`src/hw/rtl/krq_pkg.sv`:
```
// Package for the keyed registry and two-class queue unit.
// Holds the record type, opcodes, status codes and the sequencer state type.
// No dependencies.
`timescale 1ns / 1ps
package krq_pkg;

    localparam int RecWidth = 50;

    typedef struct packed {
        logic [15:0] id;
        logic [15:0] src;
        logic [15:0] dst;
        logic [1:0]  prio;
    } rec_t;

    typedef enum logic [2:0] {
        OP_ADD     = 3'd0,
        OP_SEARCH  = 3'd1,
        OP_DELETE  = 3'd2,
        OP_ENQUEUE = 3'd3,
        OP_DELIVER = 3'd4
    } op_t;

    typedef enum logic [2:0] {
        ST_OK          = 3'd0,
        ST_NOT_FOUND   = 3'd1,
        ST_REG_FULL    = 3'd2,
        ST_QUEUE_FULL  = 3'd3,
        ST_QUEUE_EMPTY = 3'd4
    } status_t;

    localparam logic [1:0] HighPrio = 2'd1;

    typedef enum logic [3:0] {
        S_IDLE,
        S_SCAN_RD,
        S_SCAN_CMP,
        S_SHIFT_RD,
        S_SHIFT_WR,
        S_QRD,
        S_QWAIT,
        S_DONE
    } state_t;

endpackage

```
`src/hw/rtl/krq_ram.sv`:
```
// Generic single-port-write, single-port-read RAM with registered read data.
// Depends on nothing.
`timescale 1ns / 1ps
module krq_ram #(
    parameter int WIDTH = 50,
    parameter int DEPTH = 16
) (
    input  logic                     aclk,
    input  logic                     we,
    input  logic [$clog2(DEPTH)-1:0] waddr,
    input  logic [WIDTH-1:0]         wdata,
    input  logic [$clog2(DEPTH)-1:0] raddr,
    output logic [WIDTH-1:0]         rdata
);

    logic [WIDTH-1:0] mem [DEPTH];

    always_ff @(posedge aclk) begin
        if (we) begin
            mem[waddr] <= wdata;
        end
        rdata <= mem[raddr];
    end

endmodule

```
`src/hw/rtl/keyed_registry_two_class_queue_unit.sv`:
```
// Top level of the keyed registry and two-class queue unit.
// Holds the sequencer, one key comparator and two RAM instances (krq_ram);
// uses krq_pkg.
//
// Usage: s_ channel carries one operation (add, search, delete, enqueue,
// deliver); m_ channel returns exactly one result per operation with a status
// and the record concerned. s_ready is high only while the sequencer is idle.
// Steps per operation, from acceptance to m_valid:
//   add, unused opcodes, deliver from an empty queue: straight to S_DONE
//   search/enqueue: S_SCAN_RD and S_SCAN_CMP for each entry up to the match,
//   or for every entry on a miss (one comparator)
//   delete: the search, then S_SHIFT_RD and S_SHIFT_WR per record moved down
//   deliver: S_QRD and S_QWAIT (one queue RAM read)
// The registry is scanned one entry at a time through its one read port;
// this comparator loop sets the rate; one operation is in flight at a time.
// The next operation is taken the cycle after the result is accepted.
// Reset empties registry and queue (counts and head cleared); RAM contents
// are left as they are. When the receiver stalls the result is held in the
// output register and no new operation is taken until it is accepted.
`timescale 1ns / 1ps
module keyed_registry_two_class_queue_unit #(
    parameter int REGISTRY_DEPTH = 16,
    parameter int QUEUE_DEPTH    = 16
) (
    input  logic        aclk,
    input  logic        aresetn,
    input  logic        s_valid,
    output logic        s_ready,
    input  logic [2:0]  s_opcode,
    input  logic [15:0] s_key_id,
    input  logic [15:0] s_source_loc,
    input  logic [15:0] s_dest_loc,
    input  logic [1:0]  s_prio_code,
    output logic        m_valid,
    input  logic        m_ready,
    output logic [2:0]  m_status,
    output logic [15:0] m_res_id,
    output logic [15:0] m_res_source,
    output logic [15:0] m_res_dest,
    output logic [1:0]  m_res_prio
);

    localparam int RAW = $clog2(REGISTRY_DEPTH);
    localparam int QAW = $clog2(QUEUE_DEPTH);
    localparam int RCW = $clog2(REGISTRY_DEPTH + 1);
    localparam int QCW = $clog2(QUEUE_DEPTH + 1);
    localparam logic [RCW-1:0] RegFull = RCW'(REGISTRY_DEPTH);
    localparam logic [QCW-1:0] QueFull = QCW'(QUEUE_DEPTH);

    krq_pkg::state_t state_reg, state_next;
    logic [RCW-1:0]  rcount_reg, rcount_next;
    logic [QAW-1:0]  qhead_reg, qhead_next;
    logic [QCW-1:0]  qcount_reg, qcount_next;
    logic [RCW-1:0]  idx_reg, idx_next;
    logic [2:0]      op_reg, op_next;
    krq_pkg::rec_t   in_reg, in_next;
    krq_pkg::rec_t   res_reg, res_next;
    logic [2:0]      status_reg, status_next;
    logic            mvalid_reg, mvalid_next;

    logic            r_we, q_we;
    logic [RAW-1:0]  r_waddr, r_raddr;
    logic [QAW-1:0]  q_waddr, q_raddr;
    krq_pkg::rec_t   r_wdata, q_wdata, r_rdata, q_rdata;
    logic [RCW-1:0]  idx_inc;
    logic [QAW-1:0]  qhead_dec, qtail;

    krq_ram #(.WIDTH(krq_pkg::RecWidth), .DEPTH(REGISTRY_DEPTH)) u_reg_ram (
        .aclk(aclk), .we(r_we), .waddr(r_waddr), .wdata(r_wdata),
        .raddr(r_raddr), .rdata(r_rdata)
    );

    krq_ram #(.WIDTH(krq_pkg::RecWidth), .DEPTH(QUEUE_DEPTH)) u_que_ram (
        .aclk(aclk), .we(q_we), .waddr(q_waddr), .wdata(q_wdata),
        .raddr(q_raddr), .rdata(q_rdata)
    );

    assign idx_inc   = idx_reg + RCW'(1);
    assign qhead_dec = (qhead_reg == '0) ? QAW'(QUEUE_DEPTH - 1) : qhead_reg - QAW'(1);
    always_comb begin
        logic [QAW:0] sum;
        sum = {1'b0, qhead_reg} + (QAW+1)'(qcount_reg);
        if (sum >= (QAW+1)'(QUEUE_DEPTH)) begin
            sum = sum - (QAW+1)'(QUEUE_DEPTH);
        end
        qtail = sum[QAW-1:0];
    end

    assign s_ready      = (state_reg == krq_pkg::S_IDLE) && !mvalid_reg;
    assign m_valid      = mvalid_reg;
    assign m_status     = status_reg;
    assign m_res_id     = res_reg.id;
    assign m_res_source = res_reg.src;
    assign m_res_dest   = res_reg.dst;
    assign m_res_prio   = res_reg.prio;

    always_ff @(posedge aclk) begin
        if (!aresetn) begin
            state_reg  <= krq_pkg::S_IDLE;
            rcount_reg <= '0;
            qhead_reg  <= '0;
            qcount_reg <= '0;
            mvalid_reg <= 1'b0;
        end else begin
            state_reg  <= state_next;
            rcount_reg <= rcount_next;
            qhead_reg  <= qhead_next;
            qcount_reg <= qcount_next;
            mvalid_reg <= mvalid_next;
        end
        idx_reg    <= idx_next;
        op_reg     <= op_next;
        in_reg     <= in_next;
        res_reg    <= res_next;
        status_reg <= status_next;
    end

    always_comb begin
        state_next  = state_reg;
        rcount_next = rcount_reg;
        qhead_next  = qhead_reg;
        qcount_next = qcount_reg;
        idx_next    = idx_reg;
        op_next     = op_reg;
        in_next     = in_reg;
        res_next    = res_reg;
        status_next = status_reg;
        mvalid_next = mvalid_reg;
        r_we    = 1'b0;
        r_waddr = idx_reg[RAW-1:0];
        r_wdata = in_reg;
        r_raddr = idx_reg[RAW-1:0];
        q_we    = 1'b0;
        q_waddr = qtail;
        q_wdata = r_rdata;
        q_raddr = qhead_reg;

        if (mvalid_reg && m_ready) begin
            mvalid_next = 1'b0;
        end

        case (state_reg)
            krq_pkg::S_IDLE: begin
                if (s_valid && s_ready) begin
                    op_next  = s_opcode;
                    in_next  = '{id: s_key_id, src: s_source_loc,
                                 dst: s_dest_loc, prio: s_prio_code};
                    idx_next = '0;
                    res_next = '0;
                    status_next = krq_pkg::ST_OK;
                    case (s_opcode)
                        krq_pkg::OP_ADD: begin
                            if (rcount_reg == RegFull) begin
                                status_next = krq_pkg::ST_REG_FULL;
                            end else begin
                                r_we        = 1'b1;
                                r_waddr     = rcount_reg[RAW-1:0];
                                r_wdata     = '{id: s_key_id, src: s_source_loc,
                                                dst: s_dest_loc, prio: s_prio_code};
                                rcount_next = rcount_reg + RCW'(1);
                            end
                            state_next = krq_pkg::S_DONE;
                        end
                        krq_pkg::OP_SEARCH, krq_pkg::OP_DELETE,
                        krq_pkg::OP_ENQUEUE: begin
                            state_next = krq_pkg::S_SCAN_RD;
                        end
                        krq_pkg::OP_DELIVER: begin
                            if (qcount_reg == '0) begin
                                status_next = krq_pkg::ST_QUEUE_EMPTY;
                                state_next  = krq_pkg::S_DONE;
                            end else begin
                                state_next = krq_pkg::S_QRD;
                            end
                        end
                        default: state_next = krq_pkg::S_DONE;
                    endcase
                end
            end
            krq_pkg::S_SCAN_RD: begin
                // issue read for the current index, or stop at the end
                if (idx_reg >= rcount_reg) begin
                    status_next = krq_pkg::ST_NOT_FOUND;
                    state_next  = krq_pkg::S_DONE;
                end else begin
                    state_next = krq_pkg::S_SCAN_CMP;
                end
            end
            krq_pkg::S_SCAN_CMP: begin
                if (r_rdata.id == in_reg.id) begin
                    case (op_reg)
                        krq_pkg::OP_DELETE: begin
                            res_next   = r_rdata;
                            state_next = krq_pkg::S_SHIFT_RD;
                        end
                        krq_pkg::OP_ENQUEUE: begin
                            if (qcount_reg == QueFull) begin
                                status_next = krq_pkg::ST_QUEUE_FULL;
                            end else begin
                                q_we = 1'b1;
                                res_next = r_rdata;
                                if (r_rdata.prio == krq_pkg::HighPrio) begin
                                    q_waddr    = qhead_dec;
                                    qhead_next = qhead_dec;
                                end
                                qcount_next = qcount_reg + QCW'(1);
                            end
                            state_next = krq_pkg::S_DONE;
                        end
                        default: begin
                            res_next   = r_rdata;
                            state_next = krq_pkg::S_DONE;
                        end
                    endcase
                end else begin
                    idx_next   = idx_inc;
                    state_next = krq_pkg::S_SCAN_RD;
                end
            end
            krq_pkg::S_SHIFT_RD: begin
                // read the record above the gap, or close out the delete
                if (idx_inc >= rcount_reg) begin
                    rcount_next = rcount_reg - RCW'(1);
                    state_next  = krq_pkg::S_DONE;
                end else begin
                    r_raddr    = idx_inc[RAW-1:0];
                    state_next = krq_pkg::S_SHIFT_WR;
                end
            end
            krq_pkg::S_SHIFT_WR: begin
                r_we       = 1'b1;
                r_wdata    = r_rdata;
                idx_next   = idx_inc;
                state_next = krq_pkg::S_SHIFT_RD;
            end
            krq_pkg::S_QRD: begin
                state_next = krq_pkg::S_QWAIT;
            end
            krq_pkg::S_QWAIT: begin
                res_next    = q_rdata;
                qhead_next  = (qhead_reg == QAW'(QUEUE_DEPTH - 1)) ? '0
                                                                  : qhead_reg + QAW'(1);
                qcount_next = qcount_reg - QCW'(1);
                state_next  = krq_pkg::S_DONE;
            end
            krq_pkg::S_DONE: begin
                mvalid_next = 1'b1;
                state_next  = krq_pkg::S_IDLE;
            end
            default: state_next = krq_pkg::S_IDLE;
        endcase
    end

`ifndef SYNTHESIS
    a_count_bound: assert property (@(posedge aclk) disable iff (!aresetn)
        rcount_reg <= RegFull && qcount_reg <= QueFull)
        else $error("count beyond depth");
    a_ready_idle: assert property (@(posedge aclk) disable iff (!aresetn)
        s_ready |-> !m_valid)
        else $error("ready while result pending");
    a_one_result: assert property (@(posedge aclk) disable iff (!aresetn)
        (s_valid && s_ready) |=> !m_valid)
        else $error("result appeared too early");
    a_done_valid: assert property (@(posedge aclk) disable iff (!aresetn)
        (state_reg == krq_pkg::S_DONE) |=> m_valid)
        else $error("done without result");
`endif

endmodule

```
`config.mk`:
```
export PLATFORM = sky130hd
export DESIGN_NAME = keyed_registry_two_class_queue_unit
export DESIGN_NICKNAME = d
export VERILOG_FILES = /design/src/hw/rtl/krq_pkg.sv /design/src/hw/rtl/krq_ram.sv /design/src/hw/rtl/keyed_registry_two_class_queue_unit.sv
export SDC_FILE = /design/constraint.sdc
export NUM_CORES = 2
export LEC_CHECK = 0
export BUFFER_PORTS_ARGS = -buffer_cell sky130_fd_sc_hd__buf_2
export CORE_AREA = 2 2 380 382
export DETAILED_ROUTE_END_ITERATION = 7
export DIE_AREA = 0 0 382 384
export PLACE_DENSITY = 0.67
export SYNTH_ARGS = -nofsm -noshare
export SYNTH_HDL_FRONTEND = slang
export SYNTH_SLANG_ARGS = --single-unit
```
`constraint.sdc`:
```
create_clock -name aclk -period 8.8 [get_ports aclk]
set_clock_uncertainty 0.1 [all_clocks]
set_input_delay 2.64 -clock aclk [delete_from_list [all_inputs] [get_ports aclk]]
set_output_delay 2.64 -clock aclk [all_outputs]
set_load 0.03 [all_outputs]
```
==> Yosys cells after proc, flatten, opt, wreduce, memory -nomap -nowiden <==
Memory sizes are Yosys's and may differ from the RTL's. A register that Yosys moved wholly into a read port is not among the register bits.
Cells that the tools add are included.
{ "totals": {"word_cells": 153, "latch_bits": 0, "ram_bits": 1600, "register_bits": 130, "n_memories": 2, "input_bits": 57, "romBits": 0, "out_inout_bits": 55} }
{ "op_classes": {"addsub": 9, "n_shift": 0, "n_lt_le_gt_ge": 3, "bitwise_logic": 0, "eq_ne": 30, "div": 0, "n_mux": 71, "n_mul": 0, "n_reduce_logical": 22} }
{ "mem_list": {"columns": ["memory", "depth", "word_bits", "read_ports", "rd_ports_with_merged_regs", "write_ports", "line_no", "text"], "rows": [
  ["u_que_ram.mem", 16, 50, 1, 1, 1, "krq_ram.sv:16", "logic [WIDTH-1:0] mem [DEPTH];"],
  ["u_reg_ram.mem", 16, 50, 1, 1, 1, "krq_ram.sv:16", null]
]} }
{ "ops": {"columns": ["cell", "n"], "rows": [
  ["two-way mux 50 bit", 7],
  ["case mux 50 bit (3 select lines)", 1],
  ["case mux 50 bit (2 select lines)", 1],
  ["two-way mux 4 bit", 20],
  ["two-way mux 5 bit", 9],
  ["case mux 4 bit (7 select lines)", 1],
  ["two-way mux 3 bit", 8],
  ["case mux 5 bit (2 select lines)", 2],
  ["== test 16 bit", 1],
  ["== test 4 x 3 -> 1 bit (second input constant)", 4],
  ["inequality test 2 bit (second input constant)", 8],
  ["adder 5 x 1 -> 5 bit (second input constant)", 3],
  ["case mux 5 bit (3 select lines)", 1],
  ["two-way mux 1 bit", 13],
  ["== test 3 x 2 -> 1 bit (second input constant)", 4],
  ["case mux 3 bit (2 select lines)", 2],
  ["== test 5 bit (second input constant)", 2],
  ["greater-or-equal comparator 5 bit", 2],
  ["AND reduction 5 bit", 2],
  ["subtractor 5 x 1 -> 5 bit (second input constant)", 2],
  ["case mux 3 bit (3 select lines)", 1],
  ["nonzero test 3 bit", 3],
  ["== test 4 x 2 -> 1 bit (second input constant)", 2],
  ["logical NOT 4 bit", 2],
  ["other kinds (24)", 34]
]} }

==> Logic depth before layout (Yosys ltp) <==
{ "depth": {"ltp_word": 8, "depth_mapped": 15, "mapped_depth_nobuf": 12} }

==> Modules after synthesis <==
Synthesis repeated with hierarchy kept, for this count alone.
{ "unflattened": {"hier_cells": 3164, "area_unflattened_um2": 68654.6} }
{ "by_module_without_submodules": {"columns": ["mod", "instances", "area_per_inst_um2", "seq_area_each_um2", "cells_per_inst"], "rows": [
  ["krq_ram", 2, 30909.6, 25024.0, 1294],
  ["keyed_registry_two_class_queue_unit", 1, 6835.3, 3693.5, 576]
]} }

==> Worst setup path after synthesis <==
No wires, ideal clock.
{ "synth_path": {"path_type": "input -> register", "from": "input s_valid", "to": "register in_reg[0] in the netlist's numbering, enable pin", "path_buffers": 0, "slack_ps": 370, "cell_stages": 2, "t_arrival_ps": 7736, "cell_sequence": "nand2b_1 nor4_1"} }
{ "synth_between": {"elab_chain_len": 2} }
{ "synth_rtl": {"columns": ["element", "line_no", "text"], "rows": [
  ["start, declared", "keyed_registry_two_class_queue_unit.sv:27", "input logic s_valid,"],
  ["logical AND 1 bit", "keyed_registry_two_class_queue_unit.sv:144", "if (s_valid && s_ready) begin"],
  ["AND reduction 2 bit (no line)", null, null],
  ["end signal, assigned", "keyed_registry_two_class_queue_unit.sv:113", "in_reg <= in_next;"],
  ["end, declared", "keyed_registry_two_class_queue_unit.sv:56", "krq_pkg::rec_t in_reg, in_next;"]
]} }
No other way between the ends.
A chain may end at the register's enable or synchronous reset.

==> metrics.md <==
| Metric | Value |
|---|---|
| Status | `finished clean` |
| PwrDens | `326 nW/um^2` |
| Critical Path AT | `5880 ps` |
| Avg Cell Area, Syn | `17.0 sq um` |
| Largest regs | `u_que_ram.mem: 800 flops, u_reg_ram.mem: 800 flops` |
| FF-to-FF setup slack | `3670 ps` |
| P_leak | `25.6 nW` |
| Hold endpoint | `m_valid` |
| Tcrit/Tclk final | `63.6%` |
| GPL Wtd Cong | `0.765` |
| CP cell instances | `buf_2 -> nor3_1 -> nand2_1 -> a21oi_1 -> nor4b_2 -> buf_4 -> buf_4 -> nor2_4 -> buf_4 -> nand2_1 -> nand2_1` |
| CORE AREA | `143000 sq um` |
| Nature of the critical path startpoint | `input pin` |
| Hold Slack | `423 ps` |
| Final Power | `25.5 mW` |
| Worst r2r src | `idx_reg[1]` |
| Vias per cell | `5.93` |
| Final setup violation count | `0` |
| Cells after synthesis | `4094` |
| Pre-Repair DR Iteration Count | `6` |
| Worst-case reg-to-reg path depth | `13` |
| Post-cts sizing count | `0` |
| Num CTS Buffers | `177` |
| Post-synth ARST share | `0%` |
| H-tree depth | `4` |
| Crit-path max FO | `40` |
| FMAX | `179 MHz` |
| Final ANT Viol Nets | `0` |
| Data required time of the worst path | `9090 ps` |
| Post-CTS Setup Bufs | `0` |
| First-pass GRT wire length | `244000 um` |
| Area added between synthesis and finish | `12.8%` |
| FP Rows | `139` |
| GR Overflow Total | `0` |
| Worst setup path class | `in2reg` |
| CTS clk-pin slew, worst paths | `60 ps` |
| Slowest stage delay, CP | `670 ps` |
| Hold depth | `2` |
| Antenna violations before repair | `10` |
| Largest net degree at the start of global routing | `211` |
| Mapped Area | `69500 sq um` |
| Syn_nets | `4176` |
| Slew Limit Fails | `0` |
| Sequential share of the synthesized area | `77.3%` |
| Drt wl/cell | `26.5 um` |
| HPWL after DPL | `84800 um` |
| Yosys warns | `0` |
| RSZ-0062 raised after global routing | `no` |
| Initial Utilization | `48.7%` |
| CTS tree | `built` |
| Hold Buf Count CTS | `0` |
| Layout cell share with drive strength beyond 1 | `17.5%` |
| Total GRT Usage | `22.6%` |
| Vias | `37200` |
| Clock tree buffer depth | `3` |
| Nets@finish | `4300` |
| Final hold viol count | `0` |
| 1st-iter DRT viols | `4917` |
| Worst-Margin Slew | `1200 ps` |
| Slew headroom | `20.1%` |
| Final wirelength | `166000 um` |
| DRC | `0` |
| CTS root buffer | `clkbuf_16` |
| Worst Hold Launch | `m_valid` |
| Port bufs | `111` |
| Vias in the first global route | `36800` |
| Synth Flop Type | `edfxtp_1` |
| Max VDD drop | `0.592 mV` |
| Post-Route Setup TNS | `0 ps` |
| Number of synthesized flops with an enable pin | `1711` |
| Min Tclk post-route | `5590 ps` |
| Clk_lat worst skew | `790 ps` |
| IO Count | `112` |
| Overall die height | `384 um` |
| Slowest CP cell | `buf_4` |
| Final Util | `54.9%` |
| RR Endpoint | `u_reg_ram.rdata[20]` |
| Die width | `382 um` |
| Die Area | `147000 sq um` |
| Critical Path Sink Type | `register` |
| Synth cell types | `55` |
| MaxCap Viol Count | `0` |
| Clock sink total | `1829` |
| Hold WC Path Type | `reg2reg` |
| FF+latch count, synth | `1829` |
## layout make-up
class | instances | area [sq um]
fill | 10800 | 64400
sequential | 1829 | 53800
multi-input combinational | 2009 | 15100
clock buffer | 240 | 4950
tap | 1903 | 2380
timing repair buffer | 181 | 1170
clock inverter | 92 | 962
inverter | 20 | 77.6
antenna | 1 | 2.50
## report_power, final
group	total, mW	switching [mW]	internal [mW]
sequential	12.3	1.06	11.3
combinational	5.53	3.88	1.64
clock	7.65	3.22	4.43
total	25.5	8.16	17.4
## cells in the final DEF (no fill, tap or decap), types with 33 or more instances in the layout
cell type	instances
nor2_4	33
dfxtp_1	115
o21ai_1	51
clkbuf_16	181
clkinv_2	41
edfxtp_1	1711
a22o_1	50
buf_4	63
mux2i_1	51
mux4_2	250
nand2_1	831
clkbuf_1	39
nand3_1	306
a22oi_1	50
nand4_1	104
buf_2	111
a32oi_1	51
## synth_stat cells, types with 26 or more instances
master,instances,area share (%)
a22o_1,50,0.63
dfxtp_1,118,3.4
a32oi_1,51,0.64
buf_1,30,0.16
nand3_1,306,2.2
mux4_2,250,8.1
a21oi_1,26,0.19
buf_2,44,0.32
clkbuf_1,161,0.87
edfxtp_1,1711,74
nand4_1,104,0.94
nand2_1,831,4.5
o21ai_1,51,0.37
nor2_1,62,0.33
a22oi_1,50,0.54
mux2i_1,51,0.73
xnor2_1,35,0.44
## layer usage
| metal | global-route usage [%] | part of all wire, % | routed length (um) | vias to the layer above |
|---|---|---|---|---|
| met5 | 0 | 0.011 | 19 | - |
| met4 | 5.73 | 1.9 | 3150 | 2 |
| met3 | 3.50 | 7.7 | 12900 | 239 |
| met2 | 38.2 | 50 | 83400 | 1606 |
| met1 | 30.9 | 40 | 67000 | 19200 |
| li1 | - | - | - | 16200 |
## worst max path at each step
stage,slack [ps],end,start,cells past startpoint
final,3210,u_reg_ram.mem[12][21],s_opcode[2],11
after global routing,2980,u_reg_ram.mem[1][22],s_opcode[2],11
after CTS,3230,u_reg_ram.mem[6][26],s_opcode[2],11
after floorplan,370,in_reg[0],s_valid,2
after global placement,2480,u_reg_ram.mem[4][26],s_opcode[2],11
after detailed placement,2430,u_reg_ram.mem[0][26],s_opcode[2],11
## worst max-delay path, delay by kind of cell
family	cells	cell delay (ps)
AO/OA/AOI/OAI	1	160
AND/OR/NAND/NOR	6	1430
buffers and inverters	4	1550
## logic make-up (layout without fill, tap and decap cells)
kind of cell | count (synthesis) | count (layout) | synth area share, %
fa+ha+maj | 25 | 25 | 0.482
other cells | 0 | 1 | 0
flops | 1829 | 1829 | 77.3
simple gates | 1354 | 1354 | 8.41
mux | 302 | 302 | 8.85
compound gates | 288 | 288 | 3.00
buf+inv | 256 | 533 | 1.47
xor+xnor | 40 | 40 | 0.504
## metrics by stage
| stage | area [sq um] | worst slack (ps) | cells |
|---|---|---|---|
| 3_3_place_gp | 72500 | 2480 | 5942 |
| 4_1_cts | 78400 | 3230 | 6274 |
| 6_report | 78400 | 3210 | 6275 |
| 3_5_place_dp | 72500 | 2430 | 5942 |
| 2_1_floorplan | 69500 | 370 | 4094 |
| 5_1_grt | 78400 | 2980 | 6274 |
(Power assumes the default switching activity.)
